## src/design/pt_pkg.sv

```systemverilog
`timescale 1ns / 1ps

package pt_pkg;

    // Configuration register indexes.
    localparam int CFG_IDX_W = 2;
    localparam logic [CFG_IDX_W-1:0] CFG_START_COLOR = 2'd0;
    localparam logic [CFG_IDX_W-1:0] CFG_END_COLOR   = 2'd1;
    localparam logic [CFG_IDX_W-1:0] CFG_MAX_IN_USE  = 2'd2;

    // Result kinds and spawn status codes.
    localparam logic KIND_RECORD = 1'b0;
    localparam logic KIND_STATUS = 1'b1;
    localparam logic ST_ACCEPTED = 1'b0;
    localparam logic ST_FULL     = 1'b1;

    // Operand selection for the shared multiplier.
    typedef enum logic [2:0] {
        MS_VX  = 3'd0,
        MS_VY  = 3'd1,
        MS_AX  = 3'd2,
        MS_AY  = 3'd3,
        MS_AX2 = 3'd4,
        MS_AY2 = 3'd5,
        MS_DT2 = 3'd6,
        MS_COL = 3'd7
    } mul_sel_t;

    // Commands from the controller to the datapath.
    typedef struct packed {
        logic       in_take;
        logic       mem_rd;
        logic       mem_wr;
        logic       load;
        logic       mul_en;
        mul_sel_t   mul_sel;
        logic       upd;
        logic       div_init;
        logic       div_step;
        logic       col_fin;
        logic [1:0] comp;
        logic       pend_load;
        logic       out_pend;
        logic       out_last;
        logic       out_status;
        logic       status_val;
    } pt_cmd_t;

    // Status from the datapath to the controller.
    typedef struct packed {
        logic dead;
        logic out_free;
        logic pend_valid;
    } pt_stat_t;

endpackage

```

## src/design/pt_ctrl.sv

```systemverilog
`timescale 1ns / 1ps

module pt_ctrl #(
    parameter int MAX_PARTICLES = 64,
    parameter int AW = 6,
    parameter int CW = 7
) (
    input  logic             clk,
    input  logic             rst_n,
    input  logic             in_valid,
    input  logic             in_action,
    output logic             in_ready,
    input  logic [6:0]       max_in_use,
    input  pt_pkg::pt_stat_t stat,
    output pt_pkg::pt_cmd_t  cmd,
    output logic [AW-1:0]    addr
);

    typedef enum logic [14:0] {
        S_IDLE  = 15'b000000000000001,
        S_SPAWN = 15'b000000000000010,
        S_DT2   = 15'b000000000000100,
        S_RD    = 15'b000000000001000,
        S_LOAD  = 15'b000000000010000,
        S_CHECK = 15'b000000000100000,
        S_MUL   = 15'b000000001000000,
        S_UPD   = 15'b000000010000000,
        S_COLM  = 15'b000000100000000,
        S_COLA  = 15'b000001000000000,
        S_DIV   = 15'b000010000000000,
        S_COLF  = 15'b000100000000000,
        S_WR    = 15'b001000000000000,
        S_EMIT  = 15'b010000000000000,
        S_FLUSH = 15'b100000000000000
    } state_t;

    state_t          state_reg, state_next;
    logic [CW-1:0]   count_reg, count_next;
    logic [AW-1:0]   idx_reg, idx_next;
    logic [AW-1:0]   rd_addr_reg, rd_addr_next;
    logic [2:0]      step_reg, step_next;
    logic [1:0]      comp_reg, comp_next;
    logic            spawn_ok;
    logic [CW-1:0]   idx_inc;

    assign spawn_ok = (7'(count_reg) < max_in_use) && (32'(count_reg) < MAX_PARTICLES);
    assign idx_inc  = CW'(idx_reg) + CW'(1);

    // Control registers.
    always_ff @(posedge clk or negedge rst_n)
    begin
        if (!rst_n)
        begin
            state_reg   <= S_IDLE;
            count_reg   <= '0;
            idx_reg     <= '0;
            rd_addr_reg <= '0;
            step_reg    <= '0;
            comp_reg    <= '0;
        end
        else
        begin
            state_reg   <= state_next;
            count_reg   <= count_next;
            idx_reg     <= idx_next;
            rd_addr_reg <= rd_addr_next;
            step_reg    <= step_next;
            comp_reg    <= comp_next;
        end
    end

    // Sequencer: stores spawns and walks the table one particle at a time on a tick.
    always_comb
    begin
        state_next   = state_reg;
        count_next   = count_reg;
        idx_next     = idx_reg;
        rd_addr_next = rd_addr_reg;
        step_next    = step_reg;
        comp_next    = comp_reg;
        cmd          = '0;
        cmd.comp     = comp_reg;
        addr         = idx_reg;
        in_ready     = 1'b0;

        unique case (state_reg)
            S_IDLE:
            begin
                in_ready = 1'b1;
                if (in_valid)
                begin
                    cmd.in_take = 1'b1;
                    state_next  = in_action ? S_SPAWN : S_DT2;
                end
            end
            S_SPAWN:
            begin
                addr = AW'(count_reg);
                if (stat.out_free)
                begin
                    cmd.out_status = 1'b1;
                    if (spawn_ok)
                    begin
                        cmd.mem_wr     = 1'b1;
                        cmd.status_val = pt_pkg::ST_ACCEPTED;
                        count_next     = count_reg + CW'(1);
                    end
                    else
                    begin
                        cmd.status_val = pt_pkg::ST_FULL;
                    end
                    state_next = S_IDLE;
                end
            end
            S_DT2:
            begin
                cmd.mul_en   = 1'b1;
                cmd.mul_sel  = pt_pkg::MS_DT2;
                idx_next     = '0;
                rd_addr_next = '0;
                state_next   = (count_reg == '0) ? S_FLUSH : S_RD;
            end
            S_RD:
            begin
                cmd.mem_rd = 1'b1;
                addr       = rd_addr_reg;
                state_next = S_LOAD;
            end
            S_LOAD:
            begin
                cmd.load   = 1'b1;
                state_next = S_CHECK;
            end
            S_CHECK:
            begin
                if (stat.dead)
                begin
                    // The last entry takes this place and is checked in turn.
                    count_next = count_reg - CW'(1);
                    if (idx_inc == count_reg)
                        state_next = S_FLUSH;
                    else
                    begin
                        rd_addr_next = AW'(count_reg - CW'(1));
                        state_next   = S_RD;
                    end
                end
                else
                begin
                    step_next  = '0;
                    state_next = S_MUL;
                end
            end
            S_MUL:
            begin
                cmd.mul_en  = 1'b1;
                cmd.mul_sel = pt_pkg::mul_sel_t'(step_reg);
                if (step_reg == 3'd5)
                begin
                    step_next  = '0;
                    state_next = S_UPD;
                end
                else
                    step_next = step_reg + 3'd1;
            end
            S_UPD:
            begin
                cmd.upd    = 1'b1;
                comp_next  = '0;
                state_next = S_COLM;
            end
            S_COLM:
            begin
                cmd.mul_en  = 1'b1;
                cmd.mul_sel = pt_pkg::MS_COL;
                state_next  = S_COLA;
            end
            S_COLA:
            begin
                cmd.div_init = 1'b1;
                step_next    = '0;
                state_next   = S_DIV;
            end
            S_DIV:
            begin
                cmd.div_step = 1'b1;
                step_next    = step_reg + 3'd1;
                if (step_reg == 3'd7)
                    state_next = S_COLF;
            end
            S_COLF:
            begin
                cmd.col_fin = 1'b1;
                if (comp_reg == 2'd3)
                    state_next = S_WR;
                else
                begin
                    comp_next  = comp_reg + 2'd1;
                    state_next = S_COLM;
                end
            end
            S_WR:
            begin
                cmd.mem_wr = 1'b1;
                state_next = S_EMIT;
            end
            S_EMIT:
            begin
                if (!stat.pend_valid || stat.out_free)
                begin
                    cmd.out_pend  = stat.pend_valid;
                    cmd.pend_load = 1'b1;
                    if (idx_inc < count_reg)
                    begin
                        idx_next     = AW'(idx_inc);
                        rd_addr_next = AW'(idx_inc);
                        state_next   = S_RD;
                    end
                    else
                        state_next = S_FLUSH;
                end
            end
            S_FLUSH:
            begin
                if (!stat.pend_valid)
                    state_next = S_IDLE;
                else if (stat.out_free)
                begin
                    cmd.out_pend = 1'b1;
                    cmd.out_last = 1'b1;
                    state_next   = S_IDLE;
                end
            end
            default:
            begin
                state_next = S_IDLE;
            end
        endcase
    end

    // The table never holds more than its depth.
    a_count_bound: assert property (@(posedge clk) disable iff (!rst_n)
        32'(count_reg) <= MAX_PARTICLES)
        else $error("live count above table depth");

    // The count moves only on a spawn or a death.
    a_count_stable: assert property (@(posedge clk) disable iff (!rst_n)
        (state_reg != S_SPAWN && state_reg != S_CHECK) |=> $stable(count_reg))
        else $error("live count changed outside spawn or death");

    // A word is loaded into the output register only when it is empty.
    a_out_free: assert property (@(posedge clk) disable iff (!rst_n)
        (cmd.out_pend || cmd.out_status) |-> stat.out_free)
        else $error("output register overwritten");

endmodule

```

## config.mk

```make
export PLATFORM = sky130hd
export DESIGN_NAME = pt_ctrl
export DESIGN_NICKNAME = d
export VERILOG_FILES = /design/src/design/pt_pkg.sv /design/src/design/pt_ctrl.sv
export SDC_FILE = /design/constraint.sdc
export NUM_CORES = 1
export LEC_CHECK = 0
export ABC_CLOCK_PERIOD_IN_PS = 3600
export BUFFER_PORTS_ARGS = -buffer_cell sky130_fd_sc_hd__buf_4
export CAP_MARGIN = 20
export CORE_MARGIN = 10
export CORE_UTILIZATION = 59
export DETAILED_ROUTE_END_ITERATION = 12
export GPL_TIMING_DRIVEN = 1
export PLACE_DENSITY = 0.81
export SYNTH_ARGS = -nofsm -noshare
export SYNTH_HDL_FRONTEND = slang
export SYNTH_SLANG_ARGS = --single-unit
```

## constraint.sdc

```tcl
create_clock -name clk -period 3.6 [get_ports clk]
set_clock_uncertainty 0.15 [all_clocks]
set_input_delay 0.36 -clock clk [delete_from_list [all_inputs] [get_ports clk]]
set_output_delay 0.36 -clock clk [all_outputs]
set_load 0.02 [all_outputs]
```

# Word level (Yosys, flattened, before mapping)

Index checks and enable logic that the tools add are counted.

Magnitude comparators: 3
Reductions and logical operators: 15
$add $sub $neg: 5
Equality and inequality tests: 30
Multiplexer cells: 51

Operators with widths:

| kind                 | count |
|---|---|
| $pmux 15 s15         | 1 |
| $mux 15              | 10 |
| $mux 6               | 4 |
| $pmux 6 s2           | 2 |
| $ne 2x2->1 const B   | 11 |
| $mux 7               | 3 |
| $pmux 6 s3           | 1 |
| $eq 15x1->1 const B  | 1 |
| $eq 15x10->1 const B | 1 |
| $eq 15x11->1 const B | 1 |
| $eq 15x12->1 const B | 1 |
| $eq 15x13->1 const B | 1 |
| $eq 15x14->1 const B | 1 |
| $eq 15x15->1 const B | 1 |
| $eq 15x2->1 const B  | 1 |
| $eq 15x3->1 const B  | 1 |
| $eq 15x4->1 const B  | 1 |
| $eq 15x5->1 const B  | 1 |
| $eq 15x6->1 const B  | 1 |
| $eq 15x7->1 const B  | 1 |
| $eq 15x8->1 const B  | 1 |
| $eq 15x9->1 const B  | 1 |
| $lt 7x7->1           | 2 |
| $mux 1               | 14 |
| other kinds (28)     | 41 |

Bits in registers: 39
Input bits: 14
Logic and storage cells: 110
Output and inout bits: 26

# Longest topological paths before layout

Depth after elaboration: 5
Depth in mapped cells: 9
Gate-level depth less buffers: 9

# Worst setup path before layout

No wires, ideal clock.

Path type: reg2out
Start point: register state_reg[9]
End point: output addr[0]
Setup slack: 0.666 ns
Arrival time: 2.424 ns
Buffers on the path: 2
Stages on the path, launching flop included: 8
Data required time: 3.090 ns
Cell sequence: dfrtp_1 -> buf_6 -> or4_4 -> buf_6 -> nor4_2 -> nor2_1 -> nand2_1 -> nand2_1

Word-level cells in the longest chain between the ends: 2
Elaborated cells between the ends (all ways): 3
Classes of those cells: eq/ne (2); mux (1)

Ends and longest elaborated chain:

| element                                           | RTL line      | text |
|---|---|---|
| from (decl)                                       | pt_ctrl.sv:37 | `state_t state_reg, state_next;` |
| from (signal assigned)                            | pt_ctrl.sv:63 | `state_reg <= state_next;` |
| $eq 15x4->1 / $eq 15x2->1 (equally long branches) | pt_ctrl.sv:86 | `unique case (state_reg)` |
| $pmux 6 s2 *                                      | pt_ctrl.sv:86 |  |
| to (decl)                                         | pt_ctrl.sv:16 | `output logic [AW-1:0] addr` |

Mark *: on every way between the ends. The rest lies on a longest branch, timed or not.

# Worst setup path after layout

Start point: register state_reg[4]
End point: output addr[1]

The elaborated chain is that of the path after synthesis.

==> metrics.md <==
| Metric | Value |
|---|---|
| Outcome | finished, final reports clean |
| Final setup violation count | 0 |
| Row Count | 26 |
| Synth top area share | 0.304 |
| Max Fclk | 309 MHz |
| Pwr/cell area | 600 nW/um^2 |
| Via count | 2804 |
| Synthesized net count | 386 |
| Hold_ws | 0.0678 ns |
| Worst reg2reg path startpoint | idx_reg[0] |
| Clock Latency Late Sink | 0.30 ns |
| I/O Pins | 40 |
| Most frequent cell after synthesis | nand2_1 |
| Final nets | 422 |
| Vias per cell | 6.12 |
| CTS tree | built |
| Fillcell total | 436 |
| Post-synthesis sequential area ratio | 0.313 |
| Leak pwr | 1.80 nW |
| First-pass iteration count of the detailed router | 5 |
| Post-synth EDFFs | 0 |
| Register area | 977 um^2 |
| Ys flop type | dfrtp_1 |
| Required time of the critical path | 3.09 ns |
| YS warnings | 0 |
| CP peak stage delay | 0.62 ns |
| Multi-input logic area | 1980 um^2 |
| # DRC | 0 |
| Avg Cell Area, Syn | 8.91 um^2 |
| Layout area overhead | 14.6% |
| Slew headroom | 0.558 |
| Cell Area, Synth | 3130 um^2 |
| Tmin final | 3.23 ns |
| Die ar. | 8610 um^2 |
| Critical Path Source | state_reg[4] |
| Crit-path max FO | 8 |
| Setup ws final | 0.368 ns |
| Worst path most repeated cell | nand2_1 |
| Core area | 5140 um^2 |
| Asr flop ratio synth | 1.00 |
| Fin crit share | 0.898 |
| Synth area leader | dfrtp_1 |
| Synth Register Bits | 39 |
| # resized after CTS | 0 |
| Initial antenna violation count | 0 |
| Slew Viols, Final | 0 |
| Num CTS Buffers | 5 |
| Dpl hpwl | 6160 um |
| Hold path start | in_action |
| DR WL met3 | 621 um |
| Worst min path class | input port to register |
| Met2 wire len | 3670 um |
| Final Wtd Congestion | 0.932 |
| Die width | 92.8 um |
| Synth top cells by count | nand2_1, dfrtp_1, inv_1, ha_1, o21ai_0 |
| Largest net degree at the start of global routing | 40 |
| Worst-path cell chain | nor4_2 -> nand2_1 -> nor4_2 -> buf_4 -> nor2_1 -> nand2_1 -> nand2_1 -> buf_4 |
| Share of layout cells above drive strength 1 | 0.206 |
| WL/cell | 17.4 um |
| Total of max-cap violations | 0 |
| ANT nets after route | 0 |
| H-tree depth | 2 |
| Critical path type | register to output port |
| Vias in the first global route | 2765 |
| Top cells by area, synth | dfrtp_1, ha_1, nand2_1 |
| CTS sink cnt | 39 |
| Ant. Diodes | 0 |
| Startpoint types | register |
| Gr usage total | 0.191 |
| DP Worst Slack | 0.572 ns |
| RSZ-0062 raised after global routing | no |
| # Post-CTS Setup Buffers | 0 |
| Maximum vdd drop | 339 uV |
| First-pass GRT wire length | 13600 um |
| Met1 Routed Length | 3580 um |
| Unique masters post-synth | 57 |
| Starting Density | 0.608 |
| Syn Inst Count | 351 |
| Crit-path slowest cell | nor4_2 |
| GRT overflow | 0 |
| Port bufs | 39 |
| WL final | 7990 um |
| Die height | 92.8 um |
| Count of final hold-check violations | 0 |
| Root Buffer Master | clkbuf_8 |
| Max reg flops | 15 |
| Arrival time at the worst endpoint | 2.72 ns |
| Worst Tran Pin Value | 0.647 ns |
| Crit path capture type | output port |
| Top sig layer | met4 |
| Clk buf depth | 2 |
| Worst-path clk slew | 0.08 ns |
| Starting DRC count in detailed routing | 294 |
| Post-route setup TNS | 0 ns |
-- final timing paths --
path / endpoint / slack, ns / cells after the start
worst min-delay path: state_reg[2] / 0.07 / 2
worst max-delay path: addr[1] / 0.37 / 8
min in group asynchronous: step_reg[1] / 0.42 / 2
worst min register to register: rd_addr_reg[0] / 0.35 / 1
max in group asynchronous: state_reg[0] / 2.51 / 2
worst max register to register: idx_reg[0] / 0.55 / 9
-- critical path: cells and delay by family, from the launching register on --
family        cells  cell delay [ns]
simple gates      6             1.57
flops             1             0.47
buf+inv           2             0.37
-- cell type report --
cell class                      count  area share
Multi-Input combinational cell    271       0.552
Tap cell                           70      0.0244
Timing Repair Buffer               42      0.0887
Inverter                           28      0.0293
Sequential cell                    39       0.273
Clock buffer                        6      0.0231
Clock inverter                      2     0.00978
-- power breakdown --
group / internal [W] / total, W / switching, W
registers: 0.000506 / 0.000641 / 0.000135
logic: 0.000462 / 0.00112 / 0.000658
clock network: 0.000224 / 0.000389 / 0.000165
-- stage by stage --
step	total power, W	cells	area, um^2	util
global route	0.00229	458	3580	0.697
floorplan	0.00143	351	3130	-
global placement	0.00171	449	3450	0.672
detailed placement	0.00175	449	3450	0.672
CTS	0.00214	458	3580	0.697
finish	0.00215	458	3580	0.697
-- metal layers --
layer | track usage | up-vias
met5 | 0 | -
met4 | 0.0630 | 0
met3 | 0.0484 | 12
met2 | 0.302 | 118
met1 | 0.248 | 1337
li1 | - | 1337
-- cell usage in the layout, fill, tap and decap left out, types with 4 or more instances in the layout --
master and instances:
nor3_1 8, nand2_1 52, inv_1 28, buf_4 41, and3_1 5, or4_1 4, and2_1 6, nor2_1 16
mux2_1 6, nor4b_1 5, ha_1 21, clkbuf_8 6, a22o_1 4, mux2i_1 6, a22oi_1 7, dfrtp_1 38
nand3_1 17, nor4_2 5, a21o_1 4, nand2b_1 4, o21ai_0 19, xor2_1 5, or4b_2 4, nor2b_1 4
xnor2_1 13, nand4_1 6
-- cells by family after synthesis --
logic type | share of synthesized area
flops | 0.313
xor+xnor | 0.0504
simple gates | 0.302
fa+ha+maj | 0.0840
buf+inv | 0.0552
compound gates | 0.144
mux | 0.0516
-- timing repair --
item	4_1_cts	5_1_grt
hold buffers	1	0
setup endpoints to repair	0	0
endpoints found under the hold margin	38	0
(Power assumes the default switching activity.)
